$ cat src/rtl/core/ben_pkg.sv
// ---------------------------------------------------------------------------
// ben_pkg: shared types and constants for the bully election node
// Message kinds, node modes, sequencer states and register indexes.
// ---------------------------------------------------------------------------
`default_nettype none

package ben_pkg;

  localparam int NODES_DEF = 8;
  localparam int TMO_MAX   = 255;

  // message kinds (3 bit wire codes)
  localparam logic [2:0] K_ELECT  = 3'd0;
  localparam logic [2:0] K_ANSWER = 3'd1;
  localparam logic [2:0] K_COORD  = 3'd2;
  localparam logic [2:0] K_AYA    = 3'd3;
  localparam logic [2:0] K_IAA    = 3'd4;
  localparam logic [2:0] K_NONE   = 3'd7;

  // configuration register indexes
  localparam logic [1:0] CFG_OWN_ID     = 2'd0;
  localparam logic [1:0] CFG_MEMBERS    = 2'd1;
  localparam logic [1:0] CFG_TIMEOUT    = 2'd2;
  localparam logic [1:0] CFG_INIT_COORD = 2'd3;

  // register reset values
  localparam logic [2:0] RST_OWN_ID     = 3'd0;
  localparam logic [7:0] RST_MEMBERS    = 8'hff;
  localparam logic [7:0] RST_TIMEOUT    = 8'd5;
  localparam logic [2:0] RST_INIT_COORD = 3'd7;

  typedef enum logic [2:0] {
    M_NORMAL  = 3'd0,
    M_AYA     = 3'd1,
    M_ELECT   = 3'd2,
    M_AWANS   = 3'd3,
    M_AWCOORD = 3'd4
  } mode_t;

  typedef enum logic [2:0] {
    S_IDLE,
    S_DIFF,
    S_CMP,
    S_DECIDE,
    S_PRE,
    S_SCAN,
    S_STATUS
  } seq_t;

endpackage

`default_nettype wire

$ cat src/rtl/core/ben_if.sv
// ---------------------------------------------------------------------------
// ben_if: request and result channels of the election node
// Valid/ready channels; the source drives valid and payload, the sink ready.
// ---------------------------------------------------------------------------
`default_nettype none

interface ben_in_if;
  logic        valid;
  logic        ready;
  logic        operation;
  logic [2:0]  msg_kind;
  logic [2:0]  sender_id;
  logic [15:0] msg_election_id;
  logic [7:0]  aya_wait;

  modport source (output valid, operation, msg_kind, sender_id, msg_election_id,
                  aya_wait, input ready);
  modport sink (input valid, operation, msg_kind, sender_id, msg_election_id,
                aya_wait, output ready);
endinterface

interface ben_out_if;
  logic        valid;
  logic        ready;
  logic        send_valid;
  logic [2:0]  dest_id;
  logic [2:0]  send_kind;
  logic [15:0] send_election_id;
  logic [2:0]  node_mode;
  logic [2:0]  coordinator_id;
  logic        last_result;

  modport source (output valid, send_valid, dest_id, send_kind, send_election_id,
                  node_mode, coordinator_id, last_result, input ready);
  modport sink (input valid, send_valid, dest_id, send_kind, send_election_id,
                node_mode, coordinator_id, last_result, output ready);
endinterface

`default_nettype wire

$ cat src/rtl/core/bully_election_node_fsm_unit.sv
// ---------------------------------------------------------------------------
// bully_election_node_fsm_unit: one node of a bully leader election
// Heartbeat polling, election and coordinator announcement, one request
// at a time, with results sent one per cycle through an output register while the sink is ready.
// ---------------------------------------------------------------------------
// Sequence: a taken request passes the difference and compare steps of the
//   shared timeout unit and the decide step, then the send slot, any member
//   scan and the status item; a new request is taken only after the status
//   item is loaded. A member scan covers min(NODES,8) member ids, one member
//   id per cycle while the output is not stalled.
// Reset: synchronous, active low; state, configuration and control registers
//   take their reset values with no clearing pass; payload registers are not reset.
`default_nettype none

module bully_election_node_fsm_unit #(
  parameter int NODES = ben_pkg::NODES_DEF
) (
  input  wire logic       clk,
  input  wire logic       rst_n,
  ben_in_if.sink          in_req,
  ben_out_if.source       out_res,
  input  wire logic       cfg_we,
  input  wire logic [1:0] cfg_index,
  input  wire logic [7:0] cfg_data
);

  localparam int SCAN_N    = (NODES < 8) ? NODES : 8;
  localparam int AWC_MULT  = NODES + 1;
  localparam int LIMIT_W   = $clog2(ben_pkg::TMO_MAX * AWC_MULT + 1);
  localparam logic [2:0] SCAN_LAST = 3'(SCAN_N - 1);

  // configuration
  logic [2:0] own_r;
  logic [7:0] members_r;
  logic [7:0] tmo_r;

  // node state
  ben_pkg::mode_t mode_r, mode_nxt;
  logic [2:0]  coord_r, coord_nxt;
  logic [15:0] ecnt_r, ecnt_nxt;
  logic [31:0] secs_r;
  logic [31:0] last_iaa_r, last_iaa_nxt;
  logic [31:0] last_aya_r, last_aya_nxt;
  logic [31:0] elect_start_r, elect_start_nxt;
  logic [31:0] awc_start_r, awc_start_nxt;
  logic [7:0]  hb_wait_r, hb_wait_nxt;

  // latched request
  logic [2:0]  kind_r;
  logic [2:0]  from_r;
  logic [15:0] eid_r;
  logic [7:0]  wait_r;

  // sequencer and send plan
  ben_pkg::seq_t seq_r, seq_nxt;
  logic        pre_v_r, pre_v_nxt;
  logic [2:0]  pre_dest_r, pre_dest_nxt;
  logic [2:0]  pre_kind_r, pre_kind_nxt;
  logic [15:0] pre_eid_r, pre_eid_nxt;
  logic        scan_en_r, scan_en_nxt;
  logic        scan_hi_r, scan_hi_nxt;
  logic [2:0]  scan_idx_r, scan_idx_nxt;

  // output register
  logic        out_valid_r;
  logic        o_send_r, o_last_r;
  logic [2:0]  o_dest_r, o_kind_r, o_mode_r, o_coord_r;
  logic [15:0] o_eid_r;

  logic        accept;
  logic        want_emit, out_load, out_free;
  logic        em_send, em_last;
  logic [2:0]  em_dest, em_kind;
  logic [15:0] em_eid;
  logic        scan_hit;
  logic        go_normal;
  logic [2:0]  coord_tmp;

  logic [31:0]        t_since;
  logic [LIMIT_W-1:0] t_limit;
  logic               expired;

  assign accept       = in_req.valid && in_req.ready;
  assign in_req.ready = (seq_r == ben_pkg::S_IDLE);
  assign out_free     = !out_valid_r || out_res.ready;
  assign out_load     = want_emit && out_free;

  // timeout source by mode
  always_comb begin
    case (mode_r)
      ben_pkg::M_NORMAL: begin
        t_since = last_iaa_r;
        t_limit = LIMIT_W'(hb_wait_r);
      end
      ben_pkg::M_AYA: begin
        t_since = last_aya_r;
        t_limit = LIMIT_W'(tmo_r);
      end
      ben_pkg::M_AWANS: begin
        t_since = elect_start_r;
        t_limit = LIMIT_W'(tmo_r);
      end
      ben_pkg::M_AWCOORD: begin
        t_since = awc_start_r;
        t_limit = LIMIT_W'(tmo_r) * LIMIT_W'(AWC_MULT);
      end
      default: begin
        t_since = secs_r;
        t_limit = '0;
      end
    endcase
  end

  ben_elapsed #(
    .LIMIT_W (LIMIT_W)
  ) u_elapsed (
    .clk     (clk),
    .load    (seq_r == ben_pkg::S_DIFF),
    .now     (secs_r),
    .since   (t_since),
    .limit   (t_limit),
    .expired (expired)
  );

  assign scan_hit = members_r[scan_idx_r] &&
                    (scan_hi_r ? (scan_idx_r > own_r) : (scan_idx_r < own_r));

  always_comb begin
    seq_nxt         = seq_r;
    mode_nxt        = mode_r;
    coord_nxt       = coord_r;
    ecnt_nxt        = ecnt_r;
    last_iaa_nxt    = last_iaa_r;
    last_aya_nxt    = last_aya_r;
    elect_start_nxt = elect_start_r;
    awc_start_nxt   = awc_start_r;
    hb_wait_nxt     = hb_wait_r;
    pre_v_nxt       = pre_v_r;
    pre_dest_nxt    = pre_dest_r;
    pre_kind_nxt    = pre_kind_r;
    pre_eid_nxt     = pre_eid_r;
    scan_en_nxt     = scan_en_r;
    scan_hi_nxt     = scan_hi_r;
    scan_idx_nxt    = scan_idx_r;
    want_emit       = 1'b0;
    em_send         = 1'b0;
    em_last         = 1'b0;
    em_dest         = '0;
    em_kind         = '0;
    em_eid          = '0;
    go_normal       = 1'b0;
    coord_tmp       = coord_r;

    case (seq_r)
      ben_pkg::S_IDLE: begin
        if (accept) seq_nxt = ben_pkg::S_DIFF;
      end
      ben_pkg::S_DIFF: seq_nxt = ben_pkg::S_CMP;
      ben_pkg::S_CMP:  seq_nxt = ben_pkg::S_DECIDE;
      ben_pkg::S_DECIDE: begin
        pre_v_nxt    = 1'b0;
        pre_dest_nxt = from_r;
        pre_kind_nxt = ben_pkg::K_ANSWER;
        pre_eid_nxt  = eid_r;
        scan_en_nxt  = 1'b0;
        scan_hi_nxt  = 1'b0;
        scan_idx_nxt = '0;
        seq_nxt      = ben_pkg::S_PRE;
        case (mode_r)
          ben_pkg::M_NORMAL: begin
            if (kind_r == ben_pkg::K_ELECT) begin
              pre_v_nxt = 1'b1;
              ecnt_nxt  = ecnt_r + 16'd1;
              mode_nxt  = ben_pkg::M_ELECT;
            end else begin
              if (kind_r == ben_pkg::K_COORD) coord_tmp = from_r;
              coord_nxt = coord_tmp;
              if (kind_r == ben_pkg::K_AYA && coord_r == own_r) begin
                pre_v_nxt    = 1'b1;
                pre_kind_nxt = ben_pkg::K_IAA;
              end
              // IAA reply needs us as coordinator, the poll needs the opposite
              if (coord_tmp != own_r && expired) begin
                pre_v_nxt    = 1'b1;
                pre_dest_nxt = coord_tmp;
                pre_kind_nxt = ben_pkg::K_AYA;
                pre_eid_nxt  = 16'(own_r);
                last_aya_nxt = secs_r;
                mode_nxt     = ben_pkg::M_AYA;
              end
            end
          end
          ben_pkg::M_AYA: begin
            if (kind_r == ben_pkg::K_ELECT) begin
              pre_v_nxt = 1'b1;
              ecnt_nxt  = ecnt_r + 16'd1;
              mode_nxt  = ben_pkg::M_ELECT;
            end else if (kind_r == ben_pkg::K_COORD) begin
              coord_nxt = from_r;
              go_normal = 1'b1;
            end else if (kind_r == ben_pkg::K_IAA) begin
              go_normal = 1'b1;
            end else if (expired) begin
              ecnt_nxt = ecnt_r + 16'd1;
              mode_nxt = ben_pkg::M_ELECT;
            end
          end
          ben_pkg::M_ELECT: begin
            if (kind_r == ben_pkg::K_COORD) begin
              coord_nxt = from_r;
              go_normal = 1'b1;
            end else begin
              pre_v_nxt       = (kind_r == ben_pkg::K_ELECT);
              scan_en_nxt     = 1'b1;
              scan_hi_nxt     = 1'b1;
              elect_start_nxt = secs_r;
              mode_nxt        = ben_pkg::M_AWANS;
            end
          end
          ben_pkg::M_AWANS: begin
            if (kind_r == ben_pkg::K_COORD) begin
              coord_nxt = from_r;
              go_normal = 1'b1;
            end else if (kind_r == ben_pkg::K_ANSWER) begin
              awc_start_nxt = secs_r;
              mode_nxt      = ben_pkg::M_AWCOORD;
            end else begin
              pre_v_nxt = (kind_r == ben_pkg::K_ELECT);
              if (expired) begin
                scan_en_nxt = 1'b1;
                coord_nxt   = own_r;
                mode_nxt    = ben_pkg::M_NORMAL;
              end
            end
          end
          ben_pkg::M_AWCOORD: begin
            if (kind_r == ben_pkg::K_COORD) begin
              coord_nxt = from_r;
              go_normal = 1'b1;
            end else begin
              pre_v_nxt = (kind_r == ben_pkg::K_ELECT);
              if (expired) begin
                ecnt_nxt = ecnt_r + 16'd1;
                mode_nxt = ben_pkg::M_ELECT;
              end
            end
          end
          default: ;
        endcase
        if (go_normal) begin
          last_iaa_nxt = secs_r;
          hb_wait_nxt  = wait_r;
          mode_nxt     = ben_pkg::M_NORMAL;
        end
      end
      ben_pkg::S_PRE: begin
        want_emit = pre_v_r;
        em_send   = 1'b1;
        em_dest   = pre_dest_r;
        em_kind   = pre_kind_r;
        em_eid    = pre_eid_r;
        if (!pre_v_r || out_free)
          seq_nxt = scan_en_r ? ben_pkg::S_SCAN : ben_pkg::S_STATUS;
      end
      ben_pkg::S_SCAN: begin
        want_emit = scan_hit;
        em_send   = 1'b1;
        em_dest   = scan_idx_r;
        em_kind   = scan_hi_r ? ben_pkg::K_ELECT : ben_pkg::K_COORD;
        em_eid    = ecnt_r;
        if (!scan_hit || out_free) begin
          if (scan_idx_r == SCAN_LAST) begin
            scan_idx_nxt = '0;
            seq_nxt      = ben_pkg::S_STATUS;
          end else begin
            scan_idx_nxt = scan_idx_r + 3'd1;
          end
        end
      end
      ben_pkg::S_STATUS: begin
        want_emit = 1'b1;
        em_last   = 1'b1;
        if (out_free) seq_nxt = ben_pkg::S_IDLE;
      end
      default: seq_nxt = ben_pkg::S_IDLE;
    endcase
  end

  always_ff @(posedge clk) begin
    if (!rst_n) begin
      seq_r         <= ben_pkg::S_IDLE;
      mode_r        <= ben_pkg::M_NORMAL;
      coord_r       <= ben_pkg::RST_INIT_COORD;
      ecnt_r        <= '0;
      secs_r        <= '0;
      last_iaa_r    <= '0;
      last_aya_r    <= '0;
      elect_start_r <= '0;
      awc_start_r   <= '0;
      hb_wait_r     <= '0;
      own_r         <= ben_pkg::RST_OWN_ID;
      members_r     <= ben_pkg::RST_MEMBERS;
      tmo_r         <= ben_pkg::RST_TIMEOUT;
      out_valid_r   <= 1'b0;
      pre_v_r       <= 1'b0;
      scan_en_r     <= 1'b0;
      scan_idx_r    <= '0;
    end else begin
      seq_r         <= seq_nxt;
      mode_r        <= mode_nxt;
      coord_r       <= coord_nxt;
      ecnt_r        <= ecnt_nxt;
      last_iaa_r    <= last_iaa_nxt;
      last_aya_r    <= last_aya_nxt;
      elect_start_r <= elect_start_nxt;
      awc_start_r   <= awc_start_nxt;
      hb_wait_r     <= hb_wait_nxt;
      pre_v_r       <= pre_v_nxt;
      scan_en_r     <= scan_en_nxt;
      scan_idx_r    <= scan_idx_nxt;
      if (accept && !in_req.operation) secs_r <= secs_r + 32'd1;
      if (out_load)           out_valid_r <= 1'b1;
      else if (out_res.ready) out_valid_r <= 1'b0;
      if (cfg_we) begin
        case (cfg_index)
          ben_pkg::CFG_OWN_ID:     own_r     <= cfg_data[2:0];
          ben_pkg::CFG_MEMBERS:    members_r <= cfg_data;
          ben_pkg::CFG_TIMEOUT:    tmo_r     <= cfg_data;
          // initial coordinator only matters at reset, which restores it
          ben_pkg::CFG_INIT_COORD: ;
          default: ;
        endcase
      end
    end
  end

  // payload registers
  always_ff @(posedge clk) begin
    if (accept) begin
      kind_r <= in_req.operation ? in_req.msg_kind : ben_pkg::K_NONE;
      from_r <= in_req.sender_id;
      eid_r  <= in_req.msg_election_id;
      wait_r <= in_req.aya_wait;
    end
    pre_dest_r <= pre_dest_nxt;
    pre_kind_r <= pre_kind_nxt;
    pre_eid_r  <= pre_eid_nxt;
    scan_hi_r  <= scan_hi_nxt;
    if (out_load) begin
      o_send_r  <= em_send;
      o_last_r  <= em_last;
      o_dest_r  <= em_dest;
      o_kind_r  <= em_kind;
      o_eid_r   <= em_eid;
      o_mode_r  <= 3'(mode_r);
      o_coord_r <= coord_r;
    end
  end

  assign out_res.valid            = out_valid_r;
  assign out_res.send_valid       = o_send_r;
  assign out_res.dest_id          = o_dest_r;
  assign out_res.send_kind        = o_kind_r;
  assign out_res.send_election_id = o_eid_r;
  assign out_res.node_mode        = o_mode_r;
  assign out_res.coordinator_id   = o_coord_r;
  assign out_res.last_result      = o_last_r;

  a_busy_after_req: assert property (@(posedge clk) disable iff (!rst_n)
    accept |=> !in_req.ready)
    else $error("request taken while a request is in progress");

  a_no_overwrite: assert property (@(posedge clk) disable iff (!rst_n)
    !(out_load && out_valid_r && !out_res.ready))
    else $error("pending result overwritten");

  a_status_no_send: assert property (@(posedge clk) disable iff (!rst_n)
    out_valid_r && o_last_r |-> !o_send_r)
    else $error("status item marked as send");

  a_scan_range: assert property (@(posedge clk) disable iff (!rst_n)
    seq_r == ben_pkg::S_SCAN |-> scan_idx_r <= SCAN_LAST)
    else $error("member scan out of range");

endmodule

`default_nettype wire

$ cat src/rtl/core/ben_elapsed.sv
// ---------------------------------------------------------------------------
// ben_elapsed: shared timeout unit
// Subtracts a timestamp from the seconds clock, then compares to a limit.
// ---------------------------------------------------------------------------
`default_nettype none

module ben_elapsed #(
  parameter int LIMIT_W = 12
) (
  input  wire logic               clk,
  input  wire logic               load,
  input  wire logic [31:0]        now,
  input  wire logic [31:0]        since,
  input  wire logic [LIMIT_W-1:0] limit,
  output logic                    expired
);

  logic [31:0]        diff_r;
  logic [LIMIT_W-1:0] limit_r;
  logic               expired_r;

  // stage 1 on load: modulo 2^32 difference; stage 2 next cycle: compare
  always_ff @(posedge clk) begin
    if (load) begin
      diff_r  <= now - since;
      limit_r <= limit;
    end
    expired_r <= diff_r > 32'(limit_r);
  end

  assign expired = expired_r;

endmodule

`default_nettype wire
$ cat src/flat_wrapper.sv
// flat-port wrapper written by rule: the top's interface ports become plain ports
module bully_election_node_fsm_unit_flat 
#(
  parameter int NODES = ben_pkg::NODES_DEF
)
  (clk, rst_n, cfg_we, cfg_index, cfg_data, in_req_valid, in_req_operation, in_req_msg_kind, in_req_sender_id, in_req_msg_election_id, in_req_aya_wait, in_req_ready, out_res_valid, out_res_send_valid, out_res_dest_id, out_res_send_kind, out_res_send_election_id, out_res_node_mode, out_res_coordinator_id, out_res_last_result, out_res_ready);
  ben_in_if in_req_i ();
  ben_out_if out_res_i ();
  input  wire logic clk;
  input  wire logic rst_n;
  input  wire logic cfg_we;
  input  wire logic [1:0] cfg_index;
  input  wire logic [7:0] cfg_data;
  input wire logic [$bits(in_req_i.valid)-1:0] in_req_valid;
  input wire logic [$bits(in_req_i.operation)-1:0] in_req_operation;
  input wire logic [$bits(in_req_i.msg_kind)-1:0] in_req_msg_kind;
  input wire logic [$bits(in_req_i.sender_id)-1:0] in_req_sender_id;
  input wire logic [$bits(in_req_i.msg_election_id)-1:0] in_req_msg_election_id;
  input wire logic [$bits(in_req_i.aya_wait)-1:0] in_req_aya_wait;
  output wire logic [$bits(in_req_i.ready)-1:0] in_req_ready;
  output wire logic [$bits(out_res_i.valid)-1:0] out_res_valid;
  output wire logic [$bits(out_res_i.send_valid)-1:0] out_res_send_valid;
  output wire logic [$bits(out_res_i.dest_id)-1:0] out_res_dest_id;
  output wire logic [$bits(out_res_i.send_kind)-1:0] out_res_send_kind;
  output wire logic [$bits(out_res_i.send_election_id)-1:0] out_res_send_election_id;
  output wire logic [$bits(out_res_i.node_mode)-1:0] out_res_node_mode;
  output wire logic [$bits(out_res_i.coordinator_id)-1:0] out_res_coordinator_id;
  output wire logic [$bits(out_res_i.last_result)-1:0] out_res_last_result;
  input wire logic [$bits(out_res_i.ready)-1:0] out_res_ready;
  assign in_req_i.valid = in_req_valid;
  assign in_req_i.operation = in_req_operation;
  assign in_req_i.msg_kind = in_req_msg_kind;
  assign in_req_i.sender_id = in_req_sender_id;
  assign in_req_i.msg_election_id = in_req_msg_election_id;
  assign in_req_i.aya_wait = in_req_aya_wait;
  assign in_req_ready = in_req_i.ready;
  assign out_res_valid = out_res_i.valid;
  assign out_res_send_valid = out_res_i.send_valid;
  assign out_res_dest_id = out_res_i.dest_id;
  assign out_res_send_kind = out_res_i.send_kind;
  assign out_res_send_election_id = out_res_i.send_election_id;
  assign out_res_node_mode = out_res_i.node_mode;
  assign out_res_coordinator_id = out_res_i.coordinator_id;
  assign out_res_last_result = out_res_i.last_result;
  assign out_res_i.ready = out_res_ready;
  bully_election_node_fsm_unit #(.NODES(NODES)) u_core (.clk(clk), .rst_n(rst_n), .in_req(in_req_i), .out_res(out_res_i), .cfg_we(cfg_we), .cfg_index(cfg_index), .cfg_data(cfg_data));
endmodule
$ cat config.mk
export PLATFORM = sky130hd
export DESIGN_NAME = bully_election_node_fsm_unit_flat
export DESIGN_NICKNAME = d
export VERILOG_FILES = /design/src/rtl/core/ben_pkg.sv /design/src/rtl/core/ben_if.sv /design/src/rtl/core/bully_election_node_fsm_unit.sv /design/src/rtl/core/ben_elapsed.sv /design/src/flat_wrapper.sv
export SDC_FILE = /design/constraint.sdc
export NUM_CORES = 1
export LEC_CHECK = 0
export BUFFER_PORTS_ARGS = -buffer_cell sky130_fd_sc_hd__clkbuf_2
export CAP_MARGIN = 0
export CORE_MARGIN = 3
export CORE_UTILIZATION = 60
export DETAILED_ROUTE_END_ITERATION = 8
export PLACE_DENSITY_LB_ADDON = 0.1
export SLEW_MARGIN = 0
export SYNTH_ARGS = -nofsm -noshare
export SYNTH_HDL_FRONTEND = slang
export SYNTH_SLANG_ARGS = --single-unit
$ cat constraint.sdc
create_clock -name clk -period 14.1 [get_ports clk]
set_input_delay 2.115 -clock clk [delete_from_list [all_inputs] [get_ports clk]]
set_output_delay 2.115 -clock clk [all_outputs]
set_load 0.1 [all_outputs]
== Word level (Yosys, flattened, before mapping) ==
Index checks and enable logic that the tools add are counted.
Word-level totals
  flip-flop bits (word level): 346
  input bits: 46
  output and inout bits: 32
  logic and storage cells: 207
Cells by class
  add/sub/neg operators: 4
  multipliers: 1
  magnitude comparators: 4
  equal/unequal tests: 39
  muxes and demuxes: 80
  bitwise gates (word level): 3
  reduce and logical (&&, ||, !) cells: 40
Operators by type and width (count)
  16-bit two-way mux: 9
  32-bit one-hot mux with 4 select lines: 1
  3-bit two-way mux: 31
  16-bit one-hot mux with 3 select lines: 1
  12-bit one-hot mux with 3 select lines: 1
  32-bit by 1-bit adder with 32-bit output, second input constant: 1
  32-bit by 12-bit > comparator with 1-bit output: 1
  16-bit one-hot mux with 2 select lines: 1
  32-bit subtractor: 1
  1-bit two-way mux: 22
  3-bit one-hot mux with 7 select lines: 1
  3-bit by 2-bit == test with 1-bit output, second input constant: 6
  3-bit == test, second input constant: 6
  3-bit one-hot mux with 2 select lines: 3
  16-bit by 1-bit adder with 16-bit output, second input constant: 1
  3-bit one-hot mux with 5 select lines: 1
  8-bit by 4-bit multiplier with 12-bit output, second input constant: 1
  3-bit by 2-bit != test with 1-bit output, second input constant: 4
  3-bit one-hot mux with 4 select lines: 1
  6-bit AND reduction: 2
  2-bit by 1-bit != test with 1-bit output, second input constant: 5
  2-bit AND reduction: 5
  3-bit by 1-bit == test with 1-bit output, second input constant: 3
  3-bit zero test: 3
  33 further kinds: 60

== Depth between registers and ports, before layout ==
Gate-level depths: netlist of run 1.
  word-level depth: 11
  mapped depth: 18
  mapped depth without buffers: 14

== By module ==
From an unflattened synthesis of run 1, not the netlist that was laid out.
Unflattened totals
  cells, all modules: 1799
  area, all modules: 17316.6 um^2
Modules (own cells, without submodules)
  bully_election_node_fsm_unit: instances 1, cells each 1437, area an instance 13738.2 um^2, seq. area each 6856.6 um^2
  ben_elapsed: instances 1, cells each 362, area an instance 3578.4 um^2, seq. area each 1341.3 um^2

== Least setup slack after synthesis of run 1 ==
Ideal clock, no wire load.
  kind: flip-flop to output port
  from: reg u_core.seq_r[0]
  to: out in_req_ready
  arrival: 3.036 ns
  slack: 8.949 ns
  cell stages (with the launch flop): 5
  buffers on the path: 3
  path through: dfxtp_1 buf_2 buf_1 clkbuf_1 nor3_1
On the way
  cells in the longest elaborated chain, start to end: 1
RTL lines
  start, declared: line bully_election_node_fsm_unit.sv:55  | ben_pkg::seq_t seq_r, seq_nxt;
  start signal, assigned: line bully_election_node_fsm_unit.sv:291  | seq_r <= ben_pkg::S_IDLE;
  start signal, assigned: line bully_election_node_fsm_unit.sv:309  | seq_r <= seq_nxt;
  3-bit zero test: line bully_election_node_fsm_unit.sv:84  | assign in_req.ready = (seq_r == ben_pkg::S_IDLE);
  end, declared: line flat_wrapper.sv:20  | output wire logic [$bits(in_req_i.ready)-1:0] in_req_ready;
No other way between the ends.

== Worst setup path in the final report of run 1 ==
  from: reg u_core.mode_r[2]
  to: reg u_core.u_elapsed.diff_r[31], data pin
On the way
  cells in the longest elaborated chain, start to end: 3
RTL lines
  start, declared: line bully_election_node_fsm_unit.sv:38  | ben_pkg::mode_t mode_r, mode_nxt;
  start signal, assigned: line bully_election_node_fsm_unit.sv:292  | mode_r <= ben_pkg::M_NORMAL;
  start signal, assigned: line bully_election_node_fsm_unit.sv:310  | mode_r <= mode_nxt;
  3-bit == test (tied with other cells): line bully_election_node_fsm_unit.sv:90  | case (mode_r)
  32-bit one-hot mux with 4 select lines *: line bully_election_node_fsm_unit.sv:90
  32-bit subtractor *: line ben_elapsed.sv:25  | diff_r <= now - since;
  end signal, assigned: line ben_elapsed.sv:25
  end, declared: line ben_elapsed.sv:18  | logic [31:0] diff_r;
Mark *: on every way between the ends. The rest lies on a longest branch, timed or not.
A chain may end at the register's enable or synchronous reset.

==> reports/summary.md, run 1 <==
### Logic synthesis
- dominant combinational cell family by area after synthesis: simple AND/OR/NAND/NOR gates
- adder-cell area share of the yosys netlist: 0.0444
- post-synthesis instance area: 17,800 um^2
- cells taking the most area after synthesis: dfxtp_1 (25%), edfxtp_1 (21%), nand2_1 (7.3%)
- number of warning messages in the yosys log: 0
- share of synthesized registers carrying an async set or reset: 0
- mux cell area share after synthesis: 0.0592
- number of nets produced by synthesis: 2,071
- compound-gate portion of the synthesized area: 0.160
- sequential share of the synthesized area: 0.460
- Unique masters post-synth: 74
- cell accounting for the most synthesized area: dfxtp_1
- xor-xnor portion of the synthesized cell area: 0.0378
- simple logic cell fraction of the synthesized area: 0.194
- synthesized instance count: 1,963
- per-instance average area after synthesis: 9.08 um^2
- number of flops mapped to enable cells by yosys: 127
- share of the synthesized area in the top cell type: 0.246
- Main synth FF type: dfxtp_1
- number of flip-flops and latches in the synthesized netlist: 346

### Clock network
- H-tree levels: 2
- TritonCTS Sinks: 346
- Reg clk slew, reported paths: 0.06 ns
- CTS tree: done
- count of hold-fix buffers inserted at cts: 0
- number of buffers inserted by post-CTS setup repair: 0
- Root Buffer: clkbuf_16
- Clock Path Buffers: 3
- CTS Buf Count: 38
- clock latency reported for the late side of the worst-skew pair: 0.55 ns
- quantity of gates resized following cts: 0

### Finish
- Area growth syn-to-layout: 9.52%
- post-layout utilization of the core: 0.673
- final antenna diode count: 0
- most used cells in the layout excluding fill and tap cells: nand2_1 (347), dfxtp_1 (216), edfxtp_1 (127)
- most common library cell in the layout ignoring fill and taps: nand2_1
- Final #Nets: 2,054
- ratio of cells with drive above 1 in the final layout: 0.0972

### Global routing
- antenna violations before repair: 0
- wire length of the first global-routing pass: 70,900 um
- global-route usage over all layers: 0.278
- number of global-route vias before repair: 13,204
- total global routing overflow: 0
- largest net degree at the start of global routing: 138

### STA
- number of hold-slack violations in the final timing report: 0
- Final Setup Violations: 0
- Fmax achieved: 226 MHz
- Final TNS setup: 0 ns
- min Tclk post-route: 4.43 ns
- Final Max Tran Viols: 0
- Final Cycle Share: 0.314
- worst clock skew: 0.0305 ns
- Least-Margin Pin Slew: 1.07 ns
- remaining max-slew budget at the tightest pin: 0.287
- setup repair after global routing missed its margin: no

### Power
- combinational group share of total power: 0.095
- power per cell area: 119 nW/um^2
- maximum VDD drop: 0.110 mV
- net switching power: 0.000576 W
- clock network power share: 0.426
- sequential share of power: 0.479
- leakage component of the power: 7.25 nW
- Switching Fraction: 0.247
- Internal: 0.00175 W

### Worst setup path
- CP endpoint kind: flop
- kind of cell with the highest combined delay on the critical path: compound AO/OA/AOI/OAI gates
- required time at the worst-slack endpoint: 14.41 ns
- worst setup path end: u_core.u_elapsed.diff_r[31]
- master of the slowest instance on the critical path: buf_4
- Register-to-Register Path Depth: 14
- crit path kind: flop to flop
- origin of the worst setup path: u_core.mode_r[2]
- startpoint of the lowest-slack register-to-register path: u_core.mode_r[2]
- critical path launch point type: flop
- Crit path largest cell delay: 0.70 ns
- cell-by-cell trace of the critical path: buf_4 -> mux2i_1 -> nor2_1 -> a21oi_1 -> nor2_1 -> a21oi_1 -> ha_1 -> o21a_1 -> o31a_1 -> o21ai_0 -> o31ai_1 -> o2111ai_1 -> and2_1 -> a211oi_1
- Buffers & Inverters on Critical Path: 1
- top fanout value on the critical path: 62
- CP Depth: 14
- end of the worst register-to-register path: u_core.u_elapsed.diff_r[31]
- data arrival time of the critical path: 4.74 ns
- register-to-register setup slack: 9.67 ns

### Die
- area enclosed by the die boundary: 31,800 um^2
- effective utilization at floorplan: 0.614
- core outline area: 29,000 um^2
- # rows: 62
- num ports: 78
- floorplan die height: 178 um
- width of the die: 178 um

### Outcome
- status: completed

### Placement
- Routability Congestion: 0.894
- estimated wirelength of the detail-placed design: 29,600 um
- count of port buffers added during placement: 77

### Detailed routing
- Antenna Nets Post-Route: 0
- Pre-antenna DRT Iters: 5
- final wirelength: 44,200 um
- WL per Instance: 18.7 um
- initial drt markers: 1,244
- count of unresolved DRC violations after routing: 0
- Via density: 5.94
- via count: 14,007

### Run
- MaxCap Viol Count: 0

### Min path
- path class of the lowest-slack min-delay path: flop to flop

## worst min-delay path by stage
stage | end | slack, ns | depth (start not counted) | from
final | u_core.awc_start_r[20] | 0.46 | 2 | u_core.awc_start_r[20]
after detailed placement | u_core.awc_start_r[1] | 0.45 | 2 | u_core.awc_start_r[1]
after global placement | u_core.awc_start_r[1] | 0.44 | 2 | u_core.awc_start_r[1]
after floorplan | u_core.out_res.node_mode[2] | 0.41 | 0 | u_core.mode_r[2]
after CTS | u_core.awc_start_r[1] | 0.46 | 2 | u_core.awc_start_r[1]
after global routing | u_core.last_aya_r[22] | 0.48 | 2 | u_core.last_aya_r[22]
## per-stage QoR
step | hold slack (ns) | total power (W) | std cells | instance area [um^2] | setup slack [ns]
global route | 0.475 | 0.00241 | 2359 | 19500 | 9.39
global placement | 0.440 | 0.00135 | 2290 | 18300 | 9.80
finish | 0.459 | 0.00233 | 2359 | 19500 | 9.67
CTS | 0.456 | 0.00234 | 2359 | 19500 | 9.76
floorplan | 0.406 | 0.00130 | 1963 | 17800 | 8.95
detailed placement | 0.447 | 0.00136 | 2290 | 18300 | 9.73
## sequential cells by signal (all words and copies together), names as in the netlist, 8 cells and up
register,cells
u_core.awc_start_r,32
u_core.ecnt_r,16
u_core.eid_r,16
u_core.elect_start_r,32
u_core.hb_wait_r,8
u_core.last_aya_r,32
u_core.last_iaa_r,32
u_core.members_r,8
u_core.out_res.send_election_id,16
u_core.pre_eid_r,16
u_core.secs_r,32
u_core.tmo_r,8
u_core.u_elapsed.diff_r,32
u_core.u_elapsed.limit_r,12
u_core.wait_r,8
## layer usage
layer  vias up  GRT usage  part of all wire
met1      6698      0.419              0.47
met3        67     0.0436             0.067
li1       6784          -                 -
met5         -          0                 0
met4         0     0.0620             0.017
met2       458      0.424              0.44
## tightest hold or removal path, stage by stage, from the launching register on
cell	delay (ns)
dfxtp_1	0.31
nand2_1	0.05
a21boi_1	0.05
## cell type report
| cell class | count | area, um^2 |
|---|---|---|
| clock buffer | 50 | 1050 |
| tap | 384 | 480 |
| multi-input combinational | 1414 | 8850 |
| clock inverter | 19 | 214 |
| inverter | 50 | 188 |
| fill | 2334 | 9500 |
| timing repair buffer | 96 | 534 |
| sequential | 346 | 8210 |
## synthesized netlist by cell type (all sizes together), types with 5 or more instances
master and count:
and3 18, o31ai 7, and2 62, dfxtp 219
inv 50, xnor2 54, a21boi 109, nand2b 17
edfxtp 127, xor2 23, a211oi 6, a31oi 9
mux2 7, nand3 62, nand2 348, clkbuf 129
a21oi 98, nor2 106, o21a 14, nor2b 31
a22oi 10, nor3b 7, o21ai 108, mux2i 93
a221oi 7, nor4 8, nor3 22, ha 60
nand4 26, or3 5, o211ai 11, buf 24
a21o 24, and4 5
## cells by family (layout without fill, tap and decap cells)
group / Yosys count / in the layout
DFF: 346 / 346
AOI/OAI and AO/OA: 440 / 440
adders and majority gates: 62 / 62
xor gates and xnor gates: 77 / 77
muxes: 102 / 102
buffers and inverters: 203 / 215
and+or+nand+nor: 733 / 733
## power groups by stage
stage	clock network, W	logic (W)	registers [W]
2_1_floorplan	0	0.000163	0.00114
3_3_place_gp	0	0.000216	0.00114
3_5_place_dp	0	0.000220	0.00114
4_1_cts	0.00100	0.000221	0.00112
5_1_grt	0.00105	0.000245	0.00112
6_report	0.000993	0.000222	0.00112
No activity file was read; power rests on OpenSTA's default activity.
==> run 2, diff against run 1 <==
- ABC_AREA: not set -> 1
- CORE_UTILIZATION: 60 -> 56
- clock period: 14.1 -> 3.8 ns (I/O delays scaled with it)
==> reports/summary.md, run 2 <==
### Outcome
- status: completed

### Placement
- placed inst area: 18,000 um^2, -1.3%
- pre-CTS worst setup slack: 0.297 ns, -9.44 ns
- count of port buffers added during placement: 77, unchanged
- Routability Congestion: 0.925, +3.5%
- estimated wirelength of the detail-placed design: 32,200 um, +8.8%

### Logic synthesis
- number of nets produced by synthesis: 2,200, +6.2%
- share of the synthesized area in the top cell type: 0.255, +0.00873
- cell accounting for the most synthesized area: dfxtp_1
- post-synthesis instance area: 17,200 um^2, -3.4%
- cells taking the most area after synthesis: dfxtp_1 (25%), edfxtp_1 (22%), nand2_1 (8.1%)
- top cell types by occurrence after synthesis: nand2_1 (371), inv_1 (270), dfxtp_1 (219), a21oi_1 (210), o21ai_0 (186)
- leading cell type by number of instances after synthesis: nand2_1
- number of flip-flops and latches in the synthesized netlist: 346, unchanged
- sequential share of the synthesized area: 0.476, +0.0163
- share of synthesized registers carrying an async set or reset: 0, unchanged
- per-instance average area after synthesis: 8.23 um^2, -9.4%
- Main synth FF type: dfxtp_1
- synthesized instance count: 2,092, +6.6%
- number of flops mapped to enable cells by yosys: 127, unchanged
- Unique masters post-synth: 57, -23%
- number of warning messages in the yosys log: 0, unchanged

### Worst setup path
- startpoint of the lowest-slack register-to-register path: u_core.mode_r[0]
- required time at the worst-slack endpoint: 4.06 ns, -10.35 ns
- crit path kind: flop to flop
- cell occurring most often along the worst timing path: nand2_1
- Crit path largest cell delay: 0.45 ns, -0.25 ns
- data arrival time of the critical path: 3.77 ns, -0.97 ns
- top fanout value on the critical path: 13, -79%
- cell-by-cell trace of the critical path: inv_2 -> nor2_8 -> nand2_2 -> buf_4 -> buf_4 -> o221ai_1 -> o22ai_1 -> ha_1 -> a21oi_1 -> o21ai_0 -> nand2_1 -> o211ai_1 -> a31oi_1 -> nand2_1 -> nand2_1 -> nand2_1
- critical path launch point type: flop
- CP endpoint kind: flop
- register-to-register setup slack: 0.29 ns, -9.38 ns
- Register-to-Register Path Depth: 16, +2
- master of the slowest instance on the critical path: dfxtp_1
- end of the worst register-to-register path: u_core.u_elapsed.diff_r[29]

### Clock network
- CTS Buf Count: 37, -2.6%
- Root Buffer: clkbuf_16
- quantity of gates resized following cts: 0, unchanged
- CTS tree: done
- number of buffers inserted by post-CTS setup repair: 0, unchanged
- count of hold-fix buffers inserted at cts: 0, unchanged
- Clock Path Buffers: 3, unchanged
- clock latency reported for the late side of the worst-skew pair: 0.52 ns, -0.03 ns
- TritonCTS Sinks: 346, unchanged
- Reg clk slew, reported paths: 0.06 ns, about the same
- H-tree levels: 2, unchanged

### STA
- Final Setup Violations: 0, unchanged
- Fmax achieved: 285 MHz, +26%
- min Tclk post-route: 3.51 ns, -0.923 ns
- setup repair after global routing missed its margin: no
- Final Cycle Share: 0.923, +0.609
- remaining max-slew budget at the tightest pin: 0.295, +0.00791
- number of hold-slack violations in the final timing report: 0, unchanged
- Final TNS setup: 0 ns, unchanged
- Final Max Tran Viols: 0, unchanged
- Setup WS post-layout: 0.294 ns, -9.38 ns
- Least-Margin Pin Slew: 1.06 ns, -0.0134 ns
- worst clock skew: 0.0193 ns, -0.0112 ns

### Finish
- final antenna diode count: 0, unchanged
- ratio of cells with drive above 1 in the final layout: 0.114, +0.0165
- most common library cell in the layout ignoring fill and taps: nand2_1
- most used cells in the layout excluding fill and tap cells: nand2_1 (369), inv_1 (270), dfxtp_1 (219)
- summed area of non-filler cells in the final layout: 19,200 um^2, -1.7%
- Final #Nets: 2,262, +10%
- post-layout utilization of the core: 0.641, -0.0320
- Area growth syn-to-layout: 11.5%

### Detailed routing
- initial drt markers: 1,527, +23%
- final wirelength: 46,100 um, +4.3%
- Antenna Nets Post-Route: 0, unchanged
- WL per Instance: 17.9 um, -4.3%
- count of unresolved DRC violations after routing: 0, unchanged
- Via density: 5.71, -3.9%
- Pre-antenna DRT Iters: 6, +1
- via count: 14,674, +4.8%

### Power
- power per cell area: 693 nW/um^2, +480%
- maximum VDD drop: 0.359 mV, +230%
- clock network power share: 0.262, -0.164
- sequential share of power: 0.373, -0.106
- combinational group share of total power: 0.365, +0.270
- Internal: 0.00827 W, +370%
- post-route total power: 0.0133 W, +470%
- net switching power: 0.00503 W, +770%
- Switching Fraction: 0.378, +0.131
- leakage component of the power: 7.81 nW, +7.7%

### Global routing
- number of global-route vias before repair: 14,036, +6.3%
- total global routing overflow: 0, unchanged
- largest net degree at the start of global routing: 138, unchanged
- antenna violations before repair: 0, unchanged
- global-route usage over all layers: 0.277, -0.00126
- wire length of the first global-routing pass: 74,400 um, +4.9%

### Run
- MaxCap Viol Count: 0, unchanged

### Min path
- Hold Path Cell Cnt: 1, -1
- hold worst-path end: u_core.from_r[0]
- critical hold path startpoint: in_req_sender_id[0]
- path class of the lowest-slack min-delay path: input pin to flop

### Die
- core outline area: 30,000 um^2, +3.2%
- num ports: 78, unchanged
- width of the die: 181 um, +1.7%
- # rows: 63, +1.6%
- effective utilization at floorplan: 0.575, -0.0397
- area enclosed by the die boundary: 32,900 um^2, +3.4%
- floorplan die height: 181 um, +1.7%

[run 2: cell types whose count changed in the layout (fill, tap and decap cells not counted), moves of 29 or more]
| cell | previous run | this run |
|---|---|---|
| a21oi_1 | 98 | 209 |
| a21boi_0 | 100 | 2 |
| o21ai_0 | 108 | 186 |
| mux2i_1 | 93 | 0 |
| xnor2_1 | 54 | 8 |
| nor2b_1 | 31 | 0 |
| inv_1 | 50 | 270 |
| o22ai_1 | 4 | 33 |
| nand3_1 | 62 | 93 |
| and2_1 | 61 | 0 |
[run 2: per-stage QoR]
| step | std cells | hold WS [ns] |
|---|---|---|
| 3_5_place_dp | 2505 | 0.440 |
| 2_1_floorplan | 2092 | 0.403 |
| 4_1_cts | 2571 | 0.208 |
| 6_report | 2571 | 0.223 |
| 3_3_place_gp | 2505 | 0.435 |
| 5_1_grt | 2571 | 0.208 |
[run 2: how the worst max path moves through the flow]
stage,slack [ns],from,cells past startpoint,endpoint
2_1_floorplan,0.58,u_core.mode_r[0],18,u_core.u_elapsed.diff_r[30]
3_3_place_gp,0.44,u_core.mode_r[0],18,u_core.u_elapsed.diff_r[30]
3_5_place_dp,0.30,u_core.mode_r[0],18,u_core.u_elapsed.diff_r[30]
4_1_cts,0.27,u_core.mode_r[0],18,u_core.u_elapsed.diff_r[18]
5_1_grt,0.05,u_core.mode_r[0],18,u_core.u_elapsed.diff_r[30]
6_report,0.29,u_core.mode_r[0],16,u_core.u_elapsed.diff_r[29]
[run 2: final cells by class]
type                            instances  area [um^2]
Fill cell                            2636        10800
Sequential cell                       346         8200
Multi-Input combinational cell       1369         7550
Inverter                              288         1080
Clock buffer                           52         1070
Timing Repair Buffer                  112          701
Tap cell                              390          488
Clock inverter                         14         95.1
[run 2: cells by family after synthesis]
family          Yosys count  synth area share
simple gates            702             0.182
compound gates          569             0.190
buf+inv                 377            0.0870
flops                   346             0.476
fa+ha+maj                62            0.0459
xor+xnor                 36            0.0183
[run 2: routing by layer]
metal  global-route usage  routed length [um]  up-vias
li1                     -                   -     7237
met4               0.0612                 821        0
met3               0.0419                3570       65
met1                0.416               21500     6828
met5                    0                   0        -
met2                0.426               20200      544
[run 2: power groups by stage]
| stage | sequential, W | clock [W] | combinational, W |
|---|---|---|---|
| detailed placement | 0.00504 | 0 | 0.00478 |
| global placement | 0.00502 | 0 | 0.00473 |
| global route | 0.00501 | 0.00369 | 0.00540 |
| finish | 0.00496 | 0.00348 | 0.00486 |
| CTS | 0.00496 | 0.00354 | 0.00481 |
| floorplan | 0.00523 | 0 | 0.00329 |
[run 2: worst max-delay path: cells and delay by family (launching register included)]
| family | cells | cell delay (ns) |
|---|---|---|
| adders and majority gates | 1 | 0.41 |
| and+or+nand+nor | 6 | 0.64 |
| AOI/OAI and AO/OA | 6 | 1.20 |
| buffers and inverters | 3 | 0.53 |
| DFF | 1 | 0.45 |
